`config.mk`:
```
export PLATFORM = sky130hd
export DESIGN_NAME = positional_ordered_list_core
export DESIGN_NICKNAME = d
export VERILOG_FILES = /design/src/hw/rtl/pol_pkg.sv /design/src/hw/rtl/pol_ctrl.sv /design/src/hw/rtl/pol_dpath.sv /design/src/hw/rtl/positional_ordered_list_core.sv
export VERILOG_INCLUDE_DIRS = /design/src /design/src/hw/rtl
export SDC_FILE = /design/constraint.sdc
export NUM_CORES = 2
export LEC_CHECK = 0
export BUFFER_PORTS_ARGS = -buffer_cell sky130_fd_sc_hd__buf_2
export CAP_MARGIN = 30
export CELL_PAD_IN_SITES_DETAIL_PLACEMENT = 1
export CELL_PAD_IN_SITES_GLOBAL_PLACEMENT = 1
export CORE_MARGIN = 2
export CORE_UTILIZATION = 45
export DETAILED_ROUTE_END_ITERATION = 6
export PLACE_DENSITY_LB_ADDON = 0.08
export SETUP_SLACK_MARGIN = 0.4
export SYNTH_ARGS = -nofsm -noshare
export SYNTH_HDL_FRONTEND = slang
export SYNTH_SLANG_ARGS = --single-unit
```
`constraint.sdc`:
```
create_clock -name clk -period 9.6 [get_ports clk]
set_input_delay 0.48 -clock clk [delete_from_list [all_inputs] [get_ports clk]]
set_output_delay 0.48 -clock clk [all_outputs]
set_load 0.02 [all_outputs]
```
`src/hw/rtl/assert_macros.svh`:
```
// ----------------------------------------------------------------------------
// Assertion macros
// Clocked concurrent assertion helpers shared by the RTL.
// ----------------------------------------------------------------------------
`ifndef ASSERT_MACROS_SVH
`define ASSERT_MACROS_SVH

// Assertion sampled on the rising edge, disabled while reset is asserted.
`define ASSERT_CLK(lbl, ck, rstn, prop, msg) \
    lbl: assert property (@(posedge ck) disable iff (!rstn) prop) else $error(msg);

// Assertion that is also checked while reset is asserted.
`define ASSERT_ALWAYS(lbl, ck, prop, msg) \
    lbl: assert property (@(posedge ck) prop) else $error(msg);

`endif

```
`src/hw/rtl/pol_pkg.sv`:
```
// ----------------------------------------------------------------------------
// pol_pkg
// Types, codes and sizes for the positional ordered list core.
// ----------------------------------------------------------------------------
package pol_pkg;

    localparam int CAPACITY = 32;

    localparam int ACT_W = 2;
    localparam int POS_W = 6;
    localparam int VAL_W = 32;
    localparam int ST_W  = 2;
    localparam int LEN_W = 6;

    localparam int IDX_W = (CAPACITY > 1) ? $clog2(CAPACITY) : 1;
    localparam int CNT_W = $clog2(CAPACITY + 1);
    localparam int CMP_W = ((CNT_W > POS_W) ? CNT_W : POS_W) + 1;

    localparam int IN_W   = ACT_W + POS_W + VAL_W;
    localparam int OUT_W  = ST_W + VAL_W + LEN_W;
    localparam int IN_TW  = ((IN_W + 7) / 8) * 8;
    localparam int OUT_TW = ((OUT_W + 7) / 8) * 8;

    typedef enum logic [ACT_W-1:0] {
        ACT_INSERT = 2'd0,
        ACT_READ   = 2'd1,
        ACT_DELETE = 2'd2,
        ACT_CLEAR  = 2'd3
    } action_t;

    typedef enum logic [ST_W-1:0] {
        ST_OK      = 2'd0,
        ST_BAD_POS = 2'd1,
        ST_FULL    = 2'd2
    } status_t;

    typedef struct packed {
        logic load;
        logic exec;
    } dp_cmd_t;

    typedef struct packed {
        logic [CNT_W-1:0] count;
    } dp_stat_t;

endpackage

```
`src/hw/rtl/pol_ctrl.sv`:
```
// ----------------------------------------------------------------------------
// pol_ctrl
// Request sequencer: accepts one beat, runs it through the datapath once
// the output register is free, and tracks the output valid.
// ----------------------------------------------------------------------------
module pol_ctrl
(
    input  logic             clk,
    input  logic             rst_n,
    input  logic             s_tvalid,
    output logic             s_tready,
    output logic             m_tvalid,
    input  logic             m_tready,
    output pol_pkg::dp_cmd_t cmd
);

    typedef enum logic [1:0] {
        S_IDLE = 2'b01,
        S_EXEC = 2'b10
    } state_t;

    state_t state_reg, state_next;
    logic   out_valid_reg, out_valid_next;
    logic   out_free;

    assign out_free = !out_valid_reg || m_tready;
    assign s_tready = (state_reg == S_IDLE);
    assign m_tvalid = out_valid_reg;

    always_comb
    begin
        state_next     = state_reg;
        out_valid_next = out_valid_reg;
        cmd.load       = 1'b0;
        cmd.exec       = 1'b0;
        if (out_valid_reg && m_tready)
        begin
            out_valid_next = 1'b0;
        end
        case (state_reg)
            S_IDLE:
            begin
                if (s_tvalid)
                begin
                    cmd.load   = 1'b1;
                    state_next = S_EXEC;
                end
            end
            S_EXEC:
            begin
                if (out_free)
                begin
                    cmd.exec       = 1'b1;
                    out_valid_next = 1'b1;
                    state_next     = S_IDLE;
                end
            end
            default:
            begin
                state_next = S_IDLE;
            end
        endcase
    end

    always_ff @(posedge clk or negedge rst_n)
    begin
        if (!rst_n)
        begin
            state_reg     <= S_IDLE;
            out_valid_reg <= 1'b0;
        end
        else
        begin
            state_reg     <= state_next;
            out_valid_reg <= out_valid_next;
        end
    end

endmodule

```
`src/hw/rtl/pol_dpath.sv`:
```
// ----------------------------------------------------------------------------
// pol_dpath
// Row of entry cells with per-cell shift, request register, length counter
// and result register.
// ----------------------------------------------------------------------------
module pol_dpath
(
    input  logic                        clk,
    input  logic                        rst_n,
    input  pol_pkg::dp_cmd_t            cmd,
    input  logic [pol_pkg::ACT_W-1:0]   action,
    input  logic [pol_pkg::POS_W-1:0]   position,
    input  logic signed [pol_pkg::VAL_W-1:0] value_in,
    output logic [pol_pkg::ST_W-1:0]    status,
    output logic signed [pol_pkg::VAL_W-1:0] value_out,
    output logic [pol_pkg::LEN_W-1:0]   length,
    output pol_pkg::dp_stat_t           stat
);

    logic [pol_pkg::ACT_W-1:0] req_action_reg;
    logic [pol_pkg::POS_W-1:0] req_pos_reg;
    logic [pol_pkg::VAL_W-1:0] req_val_reg;

    logic [pol_pkg::VAL_W-1:0] cells_reg  [pol_pkg::CAPACITY];
    logic [pol_pkg::VAL_W-1:0] cells_next [pol_pkg::CAPACITY];

    logic [pol_pkg::CNT_W-1:0] count_reg, count_next;

    logic [pol_pkg::ST_W-1:0]  out_status_reg;
    logic [pol_pkg::VAL_W-1:0] out_value_reg;
    logic [pol_pkg::LEN_W-1:0] out_length_reg;

    logic [pol_pkg::CMP_W-1:0] pos_x, cnt_x, p_x;
    logic                      pos_ok_rd, pos_ok_ins, is_full;
    logic                      do_ins, do_del;
    logic [pol_pkg::VAL_W-1:0] rd_data, res_value;
    pol_pkg::status_t          res_status;

    assign pos_x = pol_pkg::CMP_W'(req_pos_reg);
    assign cnt_x = pol_pkg::CMP_W'(count_reg);
    assign p_x   = pos_x - pol_pkg::CMP_W'(1);

    assign pos_ok_rd  = (pos_x != '0) && (pos_x <= cnt_x);
    assign pos_ok_ins = (pos_x != '0) && (pos_x <= cnt_x + pol_pkg::CMP_W'(1));
    assign is_full    = (cnt_x >= pol_pkg::CMP_W'(pol_pkg::CAPACITY));

    assign rd_data = cells_reg[p_x[pol_pkg::IDX_W-1:0]];

    always_comb
    begin
        res_status = pol_pkg::ST_OK;
        res_value  = '0;
        do_ins     = 1'b0;
        do_del     = 1'b0;
        count_next = count_reg;
        case (pol_pkg::action_t'(req_action_reg))
            pol_pkg::ACT_INSERT:
            begin
                if (!pos_ok_ins)
                begin
                    res_status = pol_pkg::ST_BAD_POS;
                end
                else if (is_full)
                begin
                    res_status = pol_pkg::ST_FULL;
                end
                else
                begin
                    do_ins     = 1'b1;
                    count_next = count_reg + pol_pkg::CNT_W'(1);
                end
            end
            pol_pkg::ACT_READ:
            begin
                if (!pos_ok_rd)
                begin
                    res_status = pol_pkg::ST_BAD_POS;
                end
                else
                begin
                    res_value = rd_data;
                end
            end
            pol_pkg::ACT_DELETE:
            begin
                if (!pos_ok_rd)
                begin
                    res_status = pol_pkg::ST_BAD_POS;
                end
                else
                begin
                    res_value  = rd_data;
                    do_del     = 1'b1;
                    count_next = count_reg - pol_pkg::CNT_W'(1);
                end
            end
            pol_pkg::ACT_CLEAR:
            begin
                count_next = '0;
            end
            default:
            begin
                res_status = pol_pkg::ST_OK;
            end
        endcase
    end

    // each cell at or past the target position moves one place
    always_comb
    begin
        for (int i = 0; i < pol_pkg::CAPACITY; i++)
        begin
            cells_next[i] = cells_reg[i];
            if (pol_pkg::CMP_W'(i) >= p_x)
            begin
                if (do_ins)
                begin
                    if (pol_pkg::CMP_W'(i) == p_x)
                    begin
                        cells_next[i] = req_val_reg;
                    end
                    else if (i > 0)
                    begin
                        cells_next[i] = cells_reg[(i > 0) ? i - 1 : 0];
                    end
                end
                else if (do_del && (i < pol_pkg::CAPACITY - 1))
                begin
                    cells_next[i] = cells_reg[(i < pol_pkg::CAPACITY - 1) ? i + 1 : i];
                end
            end
        end
    end

    always_ff @(posedge clk)
    begin
        if (cmd.load)
        begin
            req_action_reg <= action;
            req_pos_reg    <= position;
            req_val_reg    <= value_in;
        end
        if (cmd.exec)
        begin
            for (int i = 0; i < pol_pkg::CAPACITY; i++)
            begin
                cells_reg[i] <= cells_next[i];
            end
            out_status_reg <= res_status;
            out_value_reg  <= res_value;
            out_length_reg <= pol_pkg::LEN_W'(count_next);
        end
    end

    always_ff @(posedge clk or negedge rst_n)
    begin
        if (!rst_n)
        begin
            count_reg <= '0;
        end
        else if (cmd.exec)
        begin
            count_reg <= count_next;
        end
    end

    assign status     = out_status_reg;
    assign value_out  = out_value_reg;
    assign length     = out_length_reg;
    assign stat.count = count_reg;

endmodule

```
`src/hw/rtl/positional_ordered_list_core.sv`:
```
// ----------------------------------------------------------------------------
// positional_ordered_list_core
// Bounded list of signed 32-bit values addressed by 1-based position:
// insert, read, delete and clear, one result beat per request beat.
// ----------------------------------------------------------------------------
//  channel | dir | fields (tdata, low bit first)
//  s_axis  | in  | action[1:0], position[7:2], value_in[39:8]
//  m_axis  | out | status[1:0], value_out[33:2], length[39:34]
//
//  A request beat is captured in S_IDLE; S_EXEC then shifts the cell
//  row and loads the result register. The next beat is taken while a result
//  waits; execution stalls only while the result register is still full.
//  Reset empties the list; entry contents need no clearing.
// ----------------------------------------------------------------------------
`include "assert_macros.svh"

module positional_ordered_list_core
(
    input  logic                        clk,
    input  logic                        rst_n,
    input  logic                        s_tvalid,
    output logic                        s_tready,
    input  logic [pol_pkg::IN_TW-1:0]   s_tdata,  // action, position, value_in
    output logic                        m_tvalid,
    input  logic                        m_tready,
    output logic [pol_pkg::OUT_TW-1:0]  m_tdata   // status, value_out, length
);

    pol_pkg::dp_cmd_t  cmd;
    pol_pkg::dp_stat_t stat;

    logic [pol_pkg::ST_W-1:0]  status;
    logic [pol_pkg::VAL_W-1:0] value_out;
    logic [pol_pkg::LEN_W-1:0] length;

    pol_ctrl u_ctrl
    (
        .clk      (clk),
        .rst_n    (rst_n),
        .s_tvalid (s_tvalid),
        .s_tready (s_tready),
        .m_tvalid (m_tvalid),
        .m_tready (m_tready),
        .cmd      (cmd)
    );

    pol_dpath u_dpath
    (
        .clk       (clk),
        .rst_n     (rst_n),
        .cmd       (cmd),
        .action    (s_tdata[pol_pkg::ACT_W-1:0]),
        .position  (s_tdata[pol_pkg::ACT_W +: pol_pkg::POS_W]),
        .value_in  (s_tdata[pol_pkg::ACT_W + pol_pkg::POS_W +: pol_pkg::VAL_W]),
        .status    (status),
        .value_out (value_out),
        .length    (length),
        .stat      (stat)
    );

    assign m_tdata = pol_pkg::OUT_TW'({length, value_out, status});

    `ASSERT_CLK(a_count_bound, clk, rst_n,
        stat.count <= pol_pkg::CNT_W'(pol_pkg::CAPACITY), "list length over capacity")
    `ASSERT_CLK(a_one_in_flight, clk, rst_n,
        (s_tvalid && s_tready) |=> !s_tready, "second beat taken while one in flight")
    `ASSERT_CLK(a_fail_zero_value, clk, rst_n,
        (m_tvalid && (status != pol_pkg::ST_OK)) |-> (value_out == '0),
        "failed request returned a nonzero value")
    `ASSERT_CLK(a_len_tracks_count, clk, rst_n,
        $rose(m_tvalid) |-> (length == pol_pkg::LEN_W'(stat.count)),
        "result length differs from list length")

endmodule

```
==> results.ini <==
[die]
io_pins=86
placementRows=138
placeableCoreArea_um2=141000
die_w_um=381
initial_core_util_pct=45.3
design.die.area_um2=146000
floorplan.die.height_um=381

[grt]
grt.total_usage_pct=28.2
maximum_number_of_pins_on_one_net_before_global_route_repair=264
via_count_of_the_first_global_routing_pass=48200
globalRouteOverflowTotal=0
antenna_found_initial=5
grt_first_pass_wirelength_mm=315

[critical_path]
start_kind=register
worst_path_largest_cell_delay_ns=0.59
reg2reg_setup_slack_ns=4.40
rr_startpoint=u_dpath.req_pos_reg[0]
crit_type=register to register
end_kind=register
cp_cell_instances=buf_12 > inv_1 > ha_1 > nand2b_1 > and2_4 > buf_4 > nand2_1 > nor2_4 > buf_4 > a21oi_1 > nor2_4 > buf_4
crit-reg2reg-capture=u_dpath.cells_reg[10][18]
arrival_ns=5.60
reg2reg_depth=12
cp_top_family=buffers and inverters
crit_path_frequent_cell=buf_4
cp_max_fo=87
cp.required_ns=10.01
critical_path_slowest_stage_cell=buf_4
critical_path_buf_inv_count=5

[job]
drv_cap=0

[timing]
fin_crit_ns=5.20
setup_viol=0
max-slew-margin-rel_pct=20.9
tightest_slew_ns=1.19
rsz0062_at_grt=no
skew_ns=0.0168
setup_tns_ns=0
final-max-slew-violation-count=0
hold_violations=0
final.period_utilization_pct=54.1
fmaxAchievable_mhz=192

[placement]
finalWeightedCongestion=0.891
numPortBuffers=85
dp_hpwl_mm=128
dpl_cell_area_um2=66200

[synth]
synth.distinct_cells=69
yosys-top-cells-area=edfxtp_1 (52%), mux2i_1 (12%), mux4_2 (9.0%)
ys_dominant_reg_cell=edfxtp_1
synth_top_area_cell=edfxtp_1
ys_warns=0
synth_nets=5971
yosys_register_bits=1113
post_synthesis_instance_total=5904
synthesis.area_per_instance_um2=10.9
synth_area_um2=64100
synth_enable_flop_cells=1104
synth_async_sr_flop_share_pct=0.809
synth-seq-area-share_pct=52.1
synthDominantCellAreaShare_pct=51.7

[route]
antenna_left=0
drt_iter0_drcs=4575
routed_via_density=6.07
routed_wl_mm=207
drt-pass1-iter-count=6
drt_drc_violations_left=0
number_of_vias_in_the_routed_layout=46900
route.detailed.wl_per_inst_um=26.7

[cts]
cts.repair.resized=0
postCtsSetupRepairBufs=0
htree_num_levels=4
cts.path.max_buffers=3
cts.reportedPaths.clkPinSlew_ns=0.05
clock_sink_count=1113
clockRootBuffer=clkbuf_16
tritoncts.num_buffers=137
later_pin_clock_latency_in_the_skew_report_ns=0.78
cts_tree=yes
post_cts_hold_buffer_count=42

[status]
run_status=complete, no violations

[layout]
layout-area-overhead-vs-synth_pct=10.5
most-common-layout-cells=nand2_1 (1370), edfxtp_1 (1104), mux2i_1 (769)
largest_reg_flops=1024
layout.cells.most_common=nand2_1
layout.nets=5812
insertedDiodeCount=0
postLayoutCellArea_um2=70800
layout-drive-gt1-share_pct=13.2

[pwr]
total_leakage_power_nw=27.3
worst_ir_drop_vdd_mv=0.156
power.density_cell_area_nw_per_um2=180

[worst_hold_path]
worst_hold_path_type=input pin to asynchronous set/reset pin

where the power goes:
part	leakage (nW)	switching [W]	total, W	internal [W]
clock	2.03	0.00213	0.00496	0.00283
combinational	15.2	0.00149	0.00218	0.000695
sequential	10.1	0.0000664	0.00559	0.00553
final cells by class:
class / instances / area (um2)
Clock buffer: 178 / 3760
Clock inverter: 61 / 384
Fill cell: 15000 / 70600
Inverter: 19 / 71.3
Multi-Input combinational cell: 4207 / 28600
Sequential cell: 1113 / 33400
Tap cell: 1890 / 2360
Timing Repair Buffer: 267 / 2230
metrics by stage:
step	power [W]	hold slack [ns]	instances	worst slack (ns)	utilization [%]
after global routing	0.0132	0.129	7735	4.06	50.1
after global placement	0.00775	0.365	7444	4.44	46.7
final	0.0127	0.136	7735	4.40	50.1
after detailed placement	0.00784	0.369	7452	4.42	46.8
after CTS	0.0128	0.0613	7733	4.39	50.1
after floorplan	0.00716	0.184	5904	3.24	-
cell usage after synthesis, types with 9 or more instances:
cell	instances
a31oi_1	31
nand3_1	15
o21ai_0	602
mux4_2	256
nand2_1	1376
clkbuf_1	392
mux2i_1	769
edfxtp_1	1104
inv_1	19
o21ai_1	180
nor3_1	18
nand2b_1	9
nor2_1	262
buf_1	26
buf_2	107
buf_6	22
buf_4	18
a21oi_1	499
mux2_2	31
ha_1	23
nor4_1	35
per-layer routing:
metal / wire length (um) / track usage [%] / vias up
met5: 103 / 0.529 / -
met3: 12300 / 4.36 / 209
met2: 91300 / 42.2 / 1352
met1: 99900 / 43.3 / 24000
met4: 3270 / 5.80 / 2
li1: - / - / 21300
how the worst max path moves through the flow:
stage / slack, ns / cells after the start / end / from
2_1_floorplan: 3.24 / 14 / u_dpath.cells_reg[0][0] / u_dpath.stat[2]
3_3_place_gp: 4.44 / 12 / u_dpath.cells_reg[10][16] / u_dpath.req_pos_reg[0]
3_5_place_dp: 4.42 / 12 / u_dpath.cells_reg[10][18] / u_dpath.req_pos_reg[0]
4_1_cts: 4.39 / 12 / u_dpath.cells_reg[10][18] / u_dpath.req_pos_reg[0]
5_1_grt: 4.06 / 12 / u_dpath.cells_reg[10][18] / u_dpath.req_pos_reg[0]
6_report: 4.40 / 12 / u_dpath.cells_reg[10][18] / u_dpath.req_pos_reg[0]
logic make-up (layout without fill, tap and decap cells):
kind of cell | after synthesis | count (layout) | share of synthesized area, %
and+or+nand+nor | 1762 | 1762 | 10.9
AOI/OAI and AO/OA | 1357 | 1357 | 10.9
DFF | 1113 | 1113 | 52.1
muxes | 1057 | 1057 | 21.6
buffers and inverters | 584 | 525 | 3.99
adders and majority gates | 23 | 23 | 0.449
xor gates and xnor gates | 8 | 8 | 0.139
(Power assumes the default switching activity.)
